[src/pcrc_pkg.sv]
// pcrc_pkg: shared constants, register indexes and types for the pulse channel
// remap and clamp unit. No dependencies; every other file takes names from here.
`default_nettype none

package pcrc_pkg;

   localparam int PW_WIDTH        = 15;
   localparam int SLOT_WIDTH      = 4;
   localparam int POS_WIDTH       = 5;
   localparam int ORDER_WIDTH     = 32;
   localparam int NIB_WIDTH       = 4;
   localparam int PROD_WIDTH      = 32;
   localparam int CSR_INDEX_WIDTH = 3;
   localparam int CSR_DATA_WIDTH  = 32;

   localparam int SLOTS_DEFAULT   = 16;
   localparam int QUEUE_DEPTH     = 2;
   localparam int BITS_PER_STEP   = 2;
   localparam int DIV_STEPS       = PROD_WIDTH / BITS_PER_STEP;

   localparam logic [POS_WIDTH-1:0] POS_MAX = '1;

   // Register indexes on the csr channel
   localparam logic [CSR_INDEX_WIDTH-1:0] REG_PULSE_LOW   = 3'd0;
   localparam logic [CSR_INDEX_WIDTH-1:0] REG_PULSE_HIGH  = 3'd1;
   localparam logic [CSR_INDEX_WIDTH-1:0] REG_OUT_LOW     = 3'd2;
   localparam logic [CSR_INDEX_WIDTH-1:0] REG_OUT_HIGH    = 3'd3;
   localparam logic [CSR_INDEX_WIDTH-1:0] REG_OUT_FLOOR   = 3'd4;
   localparam logic [CSR_INDEX_WIDTH-1:0] REG_OUT_CEILING = 3'd5;
   localparam logic [CSR_INDEX_WIDTH-1:0] REG_SLOT_ORDER  = 3'd6;

   // Reset values
   localparam logic [PW_WIDTH-1:0]    RST_PULSE_LOW   = 15'd1800;
   localparam logic [PW_WIDTH-1:0]    RST_PULSE_HIGH  = 15'd4200;
   localparam logic [PW_WIDTH-1:0]    RST_OUT_LOW     = 15'd204;
   localparam logic [PW_WIDTH-1:0]    RST_OUT_HIGH    = 15'd1844;
   localparam logic [PW_WIDTH-1:0]    RST_OUT_FLOOR   = 15'd0;
   localparam logic [PW_WIDTH-1:0]    RST_OUT_CEILING = 15'd2047;
   localparam logic [ORDER_WIDTH-1:0] RST_SLOT_ORDER  = 32'd0;

   typedef struct packed {
      logic [PW_WIDTH-1:0] pulse_low;
      logic [PW_WIDTH-1:0] pulse_high;
      logic [PW_WIDTH-1:0] out_low;
      logic [PW_WIDTH-1:0] out_high;
      logic [PW_WIDTH-1:0] out_floor;
      logic [PW_WIDTH-1:0] out_ceiling;
   } map_cfg_type;

   // One classified item waiting for the divider
   typedef struct packed {
      logic [SLOT_WIDTH-1:0]        dest_slot;
      logic                         dropped;
      logic                         frame_done;
      logic signed [PROD_WIDTH-1:0] product;
   } queue_entry_type;

endpackage

`default_nettype wire

[src/pcrc_if.sv]
// Channel interfaces of the pulse channel remap and clamp unit: item input,
// result output and register write. Depends on pcrc_pkg for field widths.
`default_nettype none

interface pcrc_req_if;
   logic                          valid;
   logic                          ready;
   logic [pcrc_pkg::PW_WIDTH-1:0] pulse_width;
   logic                          frame_end;
   modport source (output valid, pulse_width, frame_end, input ready);
   modport sink   (input valid, pulse_width, frame_end, output ready);
endinterface

interface pcrc_rsp_if;
   logic                            valid;
   logic                            ready;
   logic [pcrc_pkg::SLOT_WIDTH-1:0] dest_slot;
   logic [pcrc_pkg::PW_WIDTH-1:0]   slot_value;
   logic                            dropped;
   logic                            frame_done;
   modport source (output valid, dest_slot, slot_value, dropped, frame_done, input ready);
   modport sink   (input valid, dest_slot, slot_value, dropped, frame_done, output ready);
endinterface

interface pcrc_csr_if;
   logic                                 valid;
   logic                                 ready;
   logic [pcrc_pkg::CSR_INDEX_WIDTH-1:0] index;
   logic [pcrc_pkg::CSR_DATA_WIDTH-1:0]  data;
   modport source (output valid, index, data, input ready);
   modport sink   (input valid, index, data, output ready);
endinterface

`default_nettype wire

[src/pcrc_front.sv]
// pcrc_front: accepts items, picks the destination slot from the order word
// and forms the mapping product. Depends on pcrc_pkg and pcrc_if.
`default_nettype none

module pcrc_front #(
   parameter int SLOTS = pcrc_pkg::SLOTS_DEFAULT
) (
   input  wire                                  clock,
   input  wire                                  reset,
   pcrc_req_if.sink                             req_if,
   input  wire pcrc_pkg::map_cfg_type           map_cfg,
   input  wire [pcrc_pkg::ORDER_WIDTH-1:0]      slot_order,
   input  wire                                  queue_full,
   output logic                                 push,
   output pcrc_pkg::queue_entry_type            push_entry
);

   localparam int PW  = pcrc_pkg::PW_WIDTH;
   localparam int OW  = pcrc_pkg::ORDER_WIDTH;
   localparam int NW  = pcrc_pkg::NIB_WIDTH;
   localparam int PSW = pcrc_pkg::POS_WIDTH;

   logic [PSW-1:0]       position_ff, position_in;
   logic [OW-1:0]        order_left_ff, order_left_in;
   logic [OW-1:0]        order_cur;
   logic [NW-1:0]        nib;
   logic [PSW-1:0]       dest;
   logic                 drop;
   logic signed [PW:0]   dx, dy;

   assign req_if.ready = !queue_full;
   assign push         = req_if.valid && !queue_full;

   // Reload the order word at frame start
   assign order_cur = (position_ff == '0) ? slot_order : order_left_ff;
   assign nib       = order_cur[OW-1 -: NW];
   assign dest      = (nib != '0) ? (PSW'(nib) - PSW'(1)) : position_ff;
   assign drop      = (dest >= PSW'(SLOTS));

   assign dx = $signed({1'b0, req_if.pulse_width}) - $signed({1'b0, map_cfg.pulse_low});
   assign dy = $signed({1'b0, map_cfg.out_high}) - $signed({1'b0, map_cfg.out_low});

   always_comb begin
      push_entry.dest_slot  = drop ? '0 : dest[pcrc_pkg::SLOT_WIDTH-1:0];
      push_entry.dropped    = drop;
      push_entry.frame_done = req_if.frame_end;
      push_entry.product    = dx * dy;
   end

   always_comb begin
      position_in   = position_ff;
      order_left_in = order_left_ff;
      if (push) begin
         order_left_in = order_cur << NW;
         if (req_if.frame_end) begin
            position_in = '0;
         end else if (position_ff != pcrc_pkg::POS_MAX) begin
            position_in = position_ff + PSW'(1);
         end
      end
   end

   always_ff @(posedge clock) begin
      if (reset) begin
         position_ff   <= '0;
         order_left_ff <= '0;
      end else begin
         position_ff   <= position_in;
         order_left_ff <= order_left_in;
      end
   end

endmodule

`default_nettype wire

[src/pcrc_queue.sv]
// pcrc_queue: short flip-flop queue of classified items between front and back.
// Depends on pcrc_pkg.
`default_nettype none

module pcrc_queue (
   input  wire                            clock,
   input  wire                            reset,
   input  wire                            push,
   input  wire pcrc_pkg::queue_entry_type push_entry,
   output logic                           full,
   input  wire                            pop,
   output pcrc_pkg::queue_entry_type      pop_entry,
   output logic                           empty
);

   localparam int DEPTH = pcrc_pkg::QUEUE_DEPTH;
   localparam int AW    = (DEPTH > 1) ? $clog2(DEPTH) : 1;
   localparam int CW    = $clog2(DEPTH + 1);

   pcrc_pkg::queue_entry_type entry_ff [DEPTH];
   logic [AW-1:0] wr_ptr_ff, wr_ptr_in;
   logic [AW-1:0] rd_ptr_ff, rd_ptr_in;
   logic [CW-1:0] count_ff, count_in;

   assign full      = (count_ff == CW'(DEPTH));
   assign empty     = (count_ff == '0);
   assign pop_entry = entry_ff[rd_ptr_ff];

   always_comb begin
      wr_ptr_in = wr_ptr_ff;
      rd_ptr_in = rd_ptr_ff;
      count_in  = count_ff;
      if (push) begin
         wr_ptr_in = (wr_ptr_ff == AW'(DEPTH - 1)) ? '0 : wr_ptr_ff + AW'(1);
      end
      if (pop) begin
         rd_ptr_in = (rd_ptr_ff == AW'(DEPTH - 1)) ? '0 : rd_ptr_ff + AW'(1);
      end
      if (push && !pop) begin
         count_in = count_ff + CW'(1);
      end else if (pop && !push) begin
         count_in = count_ff - CW'(1);
      end
   end

   always_ff @(posedge clock) begin
      if (reset) begin
         wr_ptr_ff <= '0;
         rd_ptr_ff <= '0;
         count_ff  <= '0;
      end else begin
         wr_ptr_ff <= wr_ptr_in;
         rd_ptr_ff <= rd_ptr_in;
         count_ff  <= count_in;
      end
   end

   always_ff @(posedge clock) begin
      if (push) begin
         entry_ff[wr_ptr_ff] <= push_entry;
      end
   end

endmodule

`default_nettype wire

[src/pcrc_back.sv]
// pcrc_back: iterative signed divider, offset, clamp and result register.
// Depends on pcrc_pkg and pcrc_if.
`default_nettype none

module pcrc_back (
   input  wire                            clock,
   input  wire                            reset,
   input  wire pcrc_pkg::map_cfg_type     map_cfg,
   input  wire                            queue_empty,
   input  wire pcrc_pkg::queue_entry_type pop_entry,
   output logic                           pop,
   pcrc_rsp_if.source                     rsp_if
);

   localparam int PW  = pcrc_pkg::PW_WIDTH;
   localparam int QW  = pcrc_pkg::PROD_WIDTH;
   localparam int BPS = pcrc_pkg::BITS_PER_STEP;
   localparam int NST = pcrc_pkg::DIV_STEPS;
   localparam int CNW = (NST > 1) ? $clog2(NST) : 1;

   typedef enum logic [2:0] {
      ST_IDLE = 3'b001,
      ST_DIV  = 3'b010,
      ST_DONE = 3'b100
   } back_state_type;

   back_state_type state_ff, state_in;

   logic [CNW-1:0]        cnt_ff, cnt_in;
   logic [PW:0]           rem_ff, rem_in;
   logic [QW-1:0]         quo_ff, quo_in;
   logic [PW-1:0]         dvs_ff, dvs_in;
   logic                  neg_ff, neg_in;
   logic                  zden_ff, zden_in;
   logic [pcrc_pkg::SLOT_WIDTH-1:0] slot_ff, slot_in;
   logic                  drop_ff, drop_in;
   logic                  fdone_ff, fdone_in;

   logic                  out_valid_ff, out_valid_in;
   logic [pcrc_pkg::SLOT_WIDTH-1:0] out_slot_ff, out_slot_in;
   logic [PW-1:0]         out_value_ff, out_value_in;
   logic                  out_drop_ff, out_drop_in;
   logic                  out_fdone_ff, out_fdone_in;

   logic signed [PW:0]    den;
   logic [QW-1:0]         prod_mag;
   logic [PW:0]           step_rem;
   logic [QW-1:0]         step_quo;
   logic [PW:0]           q16;
   logic [PW:0]           sum;
   logic [PW-1:0]         clamped;
   logic                  out_free;

   assign rsp_if.valid      = out_valid_ff;
   assign rsp_if.dest_slot  = out_slot_ff;
   assign rsp_if.slot_value = out_value_ff;
   assign rsp_if.dropped    = out_drop_ff;
   assign rsp_if.frame_done = out_fdone_ff;

   assign out_free = !out_valid_ff || rsp_if.ready;
   assign pop      = (state_ff == ST_IDLE) && !queue_empty;

   assign den      = $signed({1'b0, map_cfg.pulse_high}) - $signed({1'b0, map_cfg.pulse_low});
   assign prod_mag = pop_entry.product[QW-1] ? QW'(-pop_entry.product)
                                             : QW'(pop_entry.product);

   // Restoring division, a few quotient bits per cycle
   always_comb begin
      logic [PW:0] trial;
      logic        qbit;
      step_rem = rem_ff;
      step_quo = quo_ff;
      for (int i = 0; i < BPS; i++) begin
         trial = {step_rem[PW-1:0], step_quo[QW-1]};
         qbit  = (trial >= {1'b0, dvs_ff});
         step_rem = qbit ? (trial - {1'b0, dvs_ff}) : trial;
         step_quo = {step_quo[QW-2:0], qbit};
      end
   end

   // Sign, offset and clamp on the low 16 quotient bits
   always_comb begin
      q16 = '0;
      if (!zden_ff) begin
         q16 = neg_ff ? (PW+1)'(-quo_ff[PW:0]) : quo_ff[PW:0];
      end
      sum = q16 + {1'b0, map_cfg.out_low};
      if (sum[PW]) begin
         clamped = map_cfg.out_floor;
      end else if (sum[PW-1:0] > map_cfg.out_ceiling) begin
         clamped = map_cfg.out_ceiling;
      end else begin
         clamped = sum[PW-1:0];
      end
   end

   always_comb begin
      state_in     = state_ff;
      cnt_in       = cnt_ff;
      rem_in       = rem_ff;
      quo_in       = quo_ff;
      dvs_in       = dvs_ff;
      neg_in       = neg_ff;
      zden_in      = zden_ff;
      slot_in      = slot_ff;
      drop_in      = drop_ff;
      fdone_in     = fdone_ff;
      out_valid_in = out_valid_ff && !rsp_if.ready;
      out_slot_in  = out_slot_ff;
      out_value_in = out_value_ff;
      out_drop_in  = out_drop_ff;
      out_fdone_in = out_fdone_ff;
      unique case (state_ff)
         ST_IDLE: begin
            if (pop) begin
               rem_in   = '0;
               quo_in   = prod_mag;
               dvs_in   = den[PW] ? PW'(-den) : PW'(den);
               neg_in   = pop_entry.product[QW-1] ^ den[PW];
               zden_in  = (den == '0);
               slot_in  = pop_entry.dest_slot;
               drop_in  = pop_entry.dropped;
               fdone_in = pop_entry.frame_done;
               cnt_in   = CNW'(NST - 1);
               state_in = ST_DIV;
            end
         end
         ST_DIV: begin
            rem_in = step_rem;
            quo_in = step_quo;
            cnt_in = cnt_ff - CNW'(1);
            if (cnt_ff == '0) begin
               state_in = ST_DONE;
            end
         end
         ST_DONE: begin
            if (out_free) begin
               out_valid_in = 1'b1;
               out_slot_in  = slot_ff;
               out_value_in = clamped;
               out_drop_in  = drop_ff;
               out_fdone_in = fdone_ff;
               state_in     = ST_IDLE;
            end
         end
         default: begin
            state_in = ST_IDLE;
         end
      endcase
   end

   always_ff @(posedge clock) begin
      if (reset) begin
         state_ff     <= ST_IDLE;
         out_valid_ff <= 1'b0;
      end else begin
         state_ff     <= state_in;
         out_valid_ff <= out_valid_in;
      end
   end

   always_ff @(posedge clock) begin
      cnt_ff       <= cnt_in;
      rem_ff       <= rem_in;
      quo_ff       <= quo_in;
      dvs_ff       <= dvs_in;
      neg_ff       <= neg_in;
      zden_ff      <= zden_in;
      slot_ff      <= slot_in;
      drop_ff      <= drop_in;
      fdone_ff     <= fdone_in;
      out_slot_ff  <= out_slot_in;
      out_value_ff <= out_value_in;
      out_drop_ff  <= out_drop_in;
      out_fdone_ff <= out_fdone_in;
   end

endmodule

`default_nettype wire

[src/pulse_channel_remap_clamp_unit.sv]
// Path from req transfer to rsp valid: queue write at the transfer, pop into the
// idle divider, divider steps at 2 quotient bits each, then a finish into the result
// register once it is free. The shared iterative divider holds one item at a time.
// Two classified items can wait in the queue while the divider is busy.
// Reset (synchronous, active high) clears position, order word, queue, divider state
// machine and result valid, and loads every config register with its default.
`default_nettype none

module pulse_channel_remap_clamp_unit #(
   parameter int SLOTS = pcrc_pkg::SLOTS_DEFAULT
) (
   input  wire         clock,
   input  wire         reset,
   pcrc_req_if.sink    req_if,
   pcrc_rsp_if.source  rsp_if,
   pcrc_csr_if.sink    csr_if
);

   localparam int PW = pcrc_pkg::PW_WIDTH;

   // Mapping and clamp registers, plus the slot order word
   pcrc_pkg::map_cfg_type                 map_cfg_ff, map_cfg_in;
   logic [pcrc_pkg::ORDER_WIDTH-1:0]      slot_order_ff, slot_order_in;

   logic                                  push;
   pcrc_pkg::queue_entry_type             push_entry;
   logic                                  queue_full;
   logic                                  pop;
   pcrc_pkg::queue_entry_type             pop_entry;
   logic                                  queue_empty;
   logic                                  csr_write;

   // Register writes are always accepted
   assign csr_if.ready = 1'b1;
   assign csr_write    = csr_if.valid;

   // Decode the register index; unknown indexes drop the write
   always_comb begin
      map_cfg_in    = map_cfg_ff;
      slot_order_in = slot_order_ff;
      if (csr_write) begin
         unique case (csr_if.index)
            pcrc_pkg::REG_PULSE_LOW:   map_cfg_in.pulse_low   = csr_if.data[PW-1:0];
            pcrc_pkg::REG_PULSE_HIGH:  map_cfg_in.pulse_high  = csr_if.data[PW-1:0];
            pcrc_pkg::REG_OUT_LOW:     map_cfg_in.out_low     = csr_if.data[PW-1:0];
            pcrc_pkg::REG_OUT_HIGH:    map_cfg_in.out_high    = csr_if.data[PW-1:0];
            pcrc_pkg::REG_OUT_FLOOR:   map_cfg_in.out_floor   = csr_if.data[PW-1:0];
            pcrc_pkg::REG_OUT_CEILING: map_cfg_in.out_ceiling = csr_if.data[PW-1:0];
            pcrc_pkg::REG_SLOT_ORDER:  slot_order_in          = csr_if.data;
            default: begin
            end
         endcase
      end
   end

   always_ff @(posedge clock) begin
      if (reset) begin
         map_cfg_ff.pulse_low   <= pcrc_pkg::RST_PULSE_LOW;
         map_cfg_ff.pulse_high  <= pcrc_pkg::RST_PULSE_HIGH;
         map_cfg_ff.out_low     <= pcrc_pkg::RST_OUT_LOW;
         map_cfg_ff.out_high    <= pcrc_pkg::RST_OUT_HIGH;
         map_cfg_ff.out_floor   <= pcrc_pkg::RST_OUT_FLOOR;
         map_cfg_ff.out_ceiling <= pcrc_pkg::RST_OUT_CEILING;
         slot_order_ff          <= pcrc_pkg::RST_SLOT_ORDER;
      end else begin
         map_cfg_ff    <= map_cfg_in;
         slot_order_ff <= slot_order_in;
      end
   end

   // Front: take the transfer, pick the slot, form (width - low) * (out_high - out_low)
   pcrc_front #(
      .SLOTS (SLOTS)
   ) u_front (
      .clock      (clock),
      .reset      (reset),
      .req_if     (req_if),
      .map_cfg    (map_cfg_ff),
      .slot_order (slot_order_ff),
      .queue_full (queue_full),
      .push       (push),
      .push_entry (push_entry)
   );

   // Hold classified items until the divider frees up
   pcrc_queue u_queue (
      .clock      (clock),
      .reset      (reset),
      .push       (push),
      .push_entry (push_entry),
      .full       (queue_full),
      .pop        (pop),
      .pop_entry  (pop_entry),
      .empty      (queue_empty)
   );

   // Back: divide by the input span, add the low point, clamp, present result
   pcrc_back u_back (
      .clock       (clock),
      .reset       (reset),
      .map_cfg     (map_cfg_ff),
      .queue_empty (queue_empty),
      .pop_entry   (pop_entry),
      .pop         (pop),
      .rsp_if      (rsp_if)
   );

endmodule

`default_nettype wire
[src/flat_wrapper.sv]
// flat-port wrapper written by rule: the top's interface ports become plain ports
module pulse_channel_remap_clamp_unit_flat 
#(
   parameter int SLOTS = pcrc_pkg::SLOTS_DEFAULT
)
  (clock, reset, req_if_valid, req_if_pulse_width, req_if_frame_end, req_if_ready, rsp_if_valid, rsp_if_dest_slot, rsp_if_slot_value, rsp_if_dropped, rsp_if_frame_done, rsp_if_ready, csr_if_valid, csr_if_index, csr_if_data, csr_if_ready);
  pcrc_req_if req_if_i ();
  pcrc_rsp_if rsp_if_i ();
  pcrc_csr_if csr_if_i ();
  input  wire clock;
  input  wire reset;
  input wire logic [$bits(req_if_i.valid)-1:0] req_if_valid;
  input wire logic [$bits(req_if_i.pulse_width)-1:0] req_if_pulse_width;
  input wire logic [$bits(req_if_i.frame_end)-1:0] req_if_frame_end;
  output wire logic [$bits(req_if_i.ready)-1:0] req_if_ready;
  output wire logic [$bits(rsp_if_i.valid)-1:0] rsp_if_valid;
  output wire logic [$bits(rsp_if_i.dest_slot)-1:0] rsp_if_dest_slot;
  output wire logic [$bits(rsp_if_i.slot_value)-1:0] rsp_if_slot_value;
  output wire logic [$bits(rsp_if_i.dropped)-1:0] rsp_if_dropped;
  output wire logic [$bits(rsp_if_i.frame_done)-1:0] rsp_if_frame_done;
  input wire logic [$bits(rsp_if_i.ready)-1:0] rsp_if_ready;
  input wire logic [$bits(csr_if_i.valid)-1:0] csr_if_valid;
  input wire logic [$bits(csr_if_i.index)-1:0] csr_if_index;
  input wire logic [$bits(csr_if_i.data)-1:0] csr_if_data;
  output wire logic [$bits(csr_if_i.ready)-1:0] csr_if_ready;
  assign req_if_i.valid = req_if_valid;
  assign req_if_i.pulse_width = req_if_pulse_width;
  assign req_if_i.frame_end = req_if_frame_end;
  assign req_if_ready = req_if_i.ready;
  assign rsp_if_valid = rsp_if_i.valid;
  assign rsp_if_dest_slot = rsp_if_i.dest_slot;
  assign rsp_if_slot_value = rsp_if_i.slot_value;
  assign rsp_if_dropped = rsp_if_i.dropped;
  assign rsp_if_frame_done = rsp_if_i.frame_done;
  assign rsp_if_i.ready = rsp_if_ready;
  assign csr_if_i.valid = csr_if_valid;
  assign csr_if_i.index = csr_if_index;
  assign csr_if_i.data = csr_if_data;
  assign csr_if_ready = csr_if_i.ready;
  pulse_channel_remap_clamp_unit #(.SLOTS(SLOTS)) u_core (.clock(clock), .reset(reset), .req_if(req_if_i), .rsp_if(rsp_if_i), .csr_if(csr_if_i));
endmodule
[config.mk]
export PLATFORM = sky130hd
export DESIGN_NAME = pulse_channel_remap_clamp_unit_flat
export DESIGN_NICKNAME = d
export VERILOG_FILES = /design/src/pcrc_pkg.sv /design/src/pcrc_if.sv /design/src/pcrc_front.sv /design/src/pcrc_queue.sv /design/src/pcrc_back.sv /design/src/pulse_channel_remap_clamp_unit.sv /design/src/flat_wrapper.sv
export SDC_FILE = /design/constraint.sdc
export NUM_CORES = 2
export LEC_CHECK = 0
export BUFFER_PORTS_ARGS = -buffer_cell sky130_fd_sc_hd__buf_4
export CORE_ASPECT_RATIO = 1.2
export CORE_UTILIZATION = 40
export CTS_BUF_LIST = sky130_fd_sc_hd__clkbuf_4 sky130_fd_sc_hd__clkbuf_8
export DETAILED_ROUTE_END_ITERATION = 8
export GPL_TIMING_DRIVEN = 0
export PLACE_DENSITY = 0.67
export SYNTH_ARGS = -nofsm -noshare
export SYNTH_HDL_FRONTEND = slang
export SYNTH_HIERARCHICAL = 1
export SYNTH_SLANG_ARGS = --single-unit
[constraint.sdc]
create_clock -name clock -period 8.2 [get_ports clock]
set_clock_uncertainty 0.05 [all_clocks]
set_input_delay 0 -clock clock [delete_from_list [all_inputs] [get_ports clock]]
set_output_delay 0 -clock clock [all_outputs]
set_load 0.01 [all_outputs]
Word level (Yosys, flattened, before mapping)
Memory sizes are Yosys's and may differ from the RTL's. A register that Yosys moved wholly into a read port is not among the register bits. Index checks and enable logic that the tools add are counted.

Add/subtract/negate cells: 16. $mul: 1. Order comparisons: 4. Eq/ne operators: 14. Multiplexer cells: 33. Bitwise logic cells: 1. Reduce and logical (&&, ||, !) cells: 33.

Operators by type and width (count): 32-bit two-way mux (3); 15-bit two-way mux (6); 32-bit case mux with 2 select lines (1); 15-bit by 15-bit subtractor with 16-bit output (3); 16-bit by 15-bit >= comparator with 1-bit output (2); 16-bit by 16-bit multiplier with 32-bit output (1); 16-bit two-way mux (2); 32-bit negation (1); 15-bit case mux with 2 select lines (1); 15-bit subtractor (2); 2-bit AND reduction (11); 16-bit by 15-bit adder with 16-bit output (1); 16-bit zero test (1); 16-bit negation (1); 15-bit > comparator (1); 5-bit two-way mux (3); 15-bit negation (1); 3-bit == test, second input constant (4); 3-bit by 2-bit == test with 1-bit output, second input constant (3); 3-bit two-way mux (3); 3-bit case mux with 3 select lines (1); 1-bit two-way mux (8); 4-bit two-way mux (2); 4-bit case mux with 2 select lines (1); other kinds (24) (39).

Flip-flop bits (word level): 258. RAM bits: 76. Bits of input ports: 56. Output and inout bits: 24. Word-level logic and storage cells: 130. Memories kept: 1.

Memories: u_core.u_queue.entry_ff (words 2, width 38, rd ports 1, clocked after memory_dff 1, wr ports 1, line pcrc_queue.sv:20) `pcrc_pkg::queue_entry_type entry_ff [DEPTH];`.

Logic depth before layout (Yosys ltp)
Depth after elaboration: 7. Mapped depth: 33. Depth with buffers taken out: 32.

Cells and area by module
The synthesis kept the hierarchy.

By module, submodules not included: pcrc_front (times used 1, cells each 1470, area each 12784.8 um^2, seq. area each 660.6 um^2); pcrc_back (times used 1, cells each 963, area each 8749.6 um^2, seq. area each 2932.8 um^2); pulse_channel_remap_clamp_unit (times used 1, cells each 459, area each 4903.5 um^2, seq. area each 2442.3 um^2); pcrc_queue (times used 1, cells each 140, area each 2952.8 um^2, seq. area each 2382.3 um^2).

Worst setup path before layout
No wires, ideal clock.

Kind: reg2reg. Start point: register u_core/map_cfg_ff[46] (netlist bit). End point: memory u_core/u_queue/entry_ff[0][30] (netlist bit), data pin. Library setup time: 270 ps. Arrival time: 7666 ps. Data required time: 7880 ps. Slack: 214 ps. Cell stages (with the launch flop): 30. Buffers on the path: 1. Period minus slack after synthesis: 7986 ps. Path through: dfxtp_1 inv_1 ha_1 nor2b_1 o31a_1 o311ai_1 nand2_1 a21o_1 a21oi_1 xnor2_1 clkbuf_1 nand2_1 fa_1 inv_1 fa_1 fa_1 fa_1 fa_1 inv_1 fa_1 inv_1 ha_1 and3_1 a221o_1 nand2_1 nand2b_1 a31o_4 a221o_4 nor4b_1 or3_1.

RTL lines: start: declaration (line pulse_channel_remap_clamp_unit.sv:22) `pcrc_pkg::map_cfg_type map_cfg_ff, map_cfg_in;`; start signal: assignment (line pulse_channel_remap_clamp_unit.sv:66) `map_cfg_ff <= map_cfg_in;`; end: declaration (line pcrc_queue.sv:20).

==> impl_metrics.toml <==
[placement]
place.gp.congestion = 0.941
dp.cells = 4048
place_area_mm2 = 0.0312
place_hpwl_um = 60600
port_buffers = 78

[logic_synthesis]
avgSynthCellArea_um2 = 9.69
synth_area_leaders = "fa_1, edfxtp_1, dfxtp_1, ha_1, mux2i_1"
synthesis.nets = 3553
synth.ff_latch_count = 335
syn_area_mm2 = 0.0294
synth_ff_type = "edfxtp_1"
yosysSeqAreaShare = 0.286
yosys_warnings = 6
synth_common_cells = "inv_1, nor2_1, fa_1"
syn_inst = 3032
synthArstFlopShare = 0
synth_cell_types = 92
synth_top_area_frac = 0.183
yosysMostFrequentCell = "inv_1"
synth-edff-count = 171
yosys.area.top_type = "fa_1"

[layout]
stdcell_count = 4292
area_growth_pct = 18.9
stdcell_area_mm2 = 0.0350
fillerInstances = 6563
drive_gt1_frac = 0.179
layout.nets = 3830

[route]
routed_via_density = 5.30
drc = 0
drt_wl_total_um = 79700
vias = 22800
drt_iter0_drc = 1472
ant_nets = 0
firstDrtPassIters = 6
wl_per_cell_um = 18.6

[setup_path]
r2r_end = "u_core/u_queue/entry_ff[1][30]"
critPathTopFamily = "adder cells"
reg2reg_depth = 28
crit_arrival_ns = 8.57
cp_slowest_stage_delay_ns = 0.60
cp_data_required_time_ns = 8.52
worstSetupPathDepth = 28
critPathBufInv = 5
worst_path_max_delay_cell = "fa_2"
crit_type = "register to register"
cp-start-kind = "register"
r2r_setup_slack_ns = -0.05
crit_end = "u_core/u_queue/entry_ff[1][30]"
crit_fanout = 10
crit_path_end_kind = "register"
crit_start = "u_core/map_cfg_ff[49]"
r2r_start = "u_core/map_cfg_ff[49]"

[clocking]
ctsLongestPathBuffers = 3
h-tree-depth = 2
cts_tree = "done"
insertion_delay_ns = 0.67
cts.clk_slew.worst_paths_ns = 0.07
clkSinkCount = 335
root_buffer = "clkbuf_8"
cts_buffers = 55

[floorplan]
chipHeight_um = 299
die-area_mm2 = 0.0746
rows = 108
fp.dieW_um = 249
start_util = 0.405
pin_count = 80
core_mm2 = 0.0726

[global_routing]
grt_first_pass_wirelength_um = 124000
grt.total_usage = 0.210
grt_max_degree = 41
grt_pass1_vias = 23000
grt.overflow.total = 0
antenna_found_initial = 2

[outcome]
status = "finished with violations"
violations = "setup timing"

[sta]
fmax_ghz = 0.121
fin_crit_ns = 8.25
worst_pin_slew_ns = 1.35
setup_slack_ns = -0.0476
setup_viol = 2
final_hold_viol_count = 0
fin_crit_sh = 1.01
rsz0062_at_grt = "yes"
drv_slew = 0
relSlewSlack = 0.0914

[worst_hold_path]
hp-class = "input pin to register"
holdPathStages = 4

[job]
cap_violations = 0
[timing repair]
item,CTS,global route
gates resized for setup,161,103
setup buffers,61,36
pin swaps,64,87
hold buffers,46,0
setup endpoints to repair,32,26
hold endpoints to repair,144,0
[routing by layer]
layer,part of all wire,wire length [µm],global-route usage
met5,0,0,0
met4,0.049,3880,0.0985
met3,0.049,3870,0.0250
met2,0.48,38100,0.353
met1,0.42,33800,0.271
[how the worst min path moves through the flow]
stage                          from                          to
detailed placement  csr_if_data[30]    u_core/slot_order_ff[30]
global placement    csr_if_data[25]    u_core/slot_order_ff[25]
floorplan                     reset  u_core/u_back/rsp_if.valid
CTS                 csr_if_data[23]    u_core/slot_order_ff[23]
finish              csr_if_data[25]    u_core/slot_order_ff[25]
global route        csr_if_data[25]    u_core/slot_order_ff[25]
[cells by family after synthesis]
family,Yosys count,share of synthesized area
muxes,237,0.0838
DFF,335,0.286
other,1,0.000128
buffers and inverters,512,0.0685
xor gates and xnor gates,185,0.0554
and+or+nand+nor,883,0.146
AOI/OAI and AO/OA,414,0.0937
adders and majority gates,465,0.266
[placed cells by master (no fill, tap or decap), drive strengths merged, types with 29 or more instances in the layout]
cell type,n
mux2,72
xor2,89
a21o,38
o21ai,108
buf,210
dfxtp,164
inv,408
fa,268
dlygate4sd3,46
clkbuf,148
a211oi,32
nand3,29
a21oi,95
nand2b,158
ha,197
nor2,291
xnor2,96
mux2i,165
nor3,37
nand2,228
edfxtp,171
[worst register-to-register path: cells and delay by family, from the launching register on]
family | cells | cell delay [ns]
buffers and inverters | 5 | 0.59
AOI/OAI and AO/OA | 5 | 1.42
DFF | 1 | 0.40
and+or+nand+nor | 9 | 1.44
adders and majority gates | 8 | 3.65
xor gates and xnor gates | 1 | 0.39
[state kept, by name, summed over array words and instances (netlist names), 2 cells and up, named ones only]
register                         count
u_core/u_back/state_ff               3
u_core/u_back/rsp_if.dest_slot       4
u_core/u_queue/count_ff              2
u_core/slot_order_ff                32
u_core/u_back/rsp_if.slot_value     15
u_core/u_back/cnt_ff                 4
u_core/u_front/order_left_ff        28
u_core/u_back/rem_ff                15
u_core/map_cfg_ff                   90
u_core/u_back/dvs_ff                15
u_core/u_queue/entry_ff             76
u_core/u_front/position_ff           5
u_core/u_back/slot_ff                4
u_core/u_back/quo_ff                32
[area by class of cell]
cell class              instances  area (µm²)  area share
well taps                     935        1170      0.0335
multi-input cells            2185       20100       0.575
flip-flops and latches        335        8450       0.242
clock inverters                22         238     0.00680
diodes                          4        10.0    0.000286
clock buffers                  79         993      0.0284
inverters                     407        1530      0.0438
plain buffers                 104         586      0.0168
repair buffers                221        1900      0.0543
[through the flow]
| stage | TNS (ns) | hold slack, ns | util | setup slack (ns) |
|---|---|---|---|---|
| floorplan | 0 | 0.0191 | - | 0.214 |
| global placement | -23.67 | 0.220 | 0.429 | -1.10 |
| detailed placement | -26.75 | 0.233 | 0.430 | -1.20 |
| CTS | 0 | 0.0505 | 0.472 | 0.00378 |
| global route | -1.45 | 0.108 | 0.482 | -0.195 |
| finish | -0.0950 | 0.108 | 0.482 | -0.0476 |
Power is not shown: default switching activity piles up to over one toggle a cycle in this logic, so the estimate is an artifact.
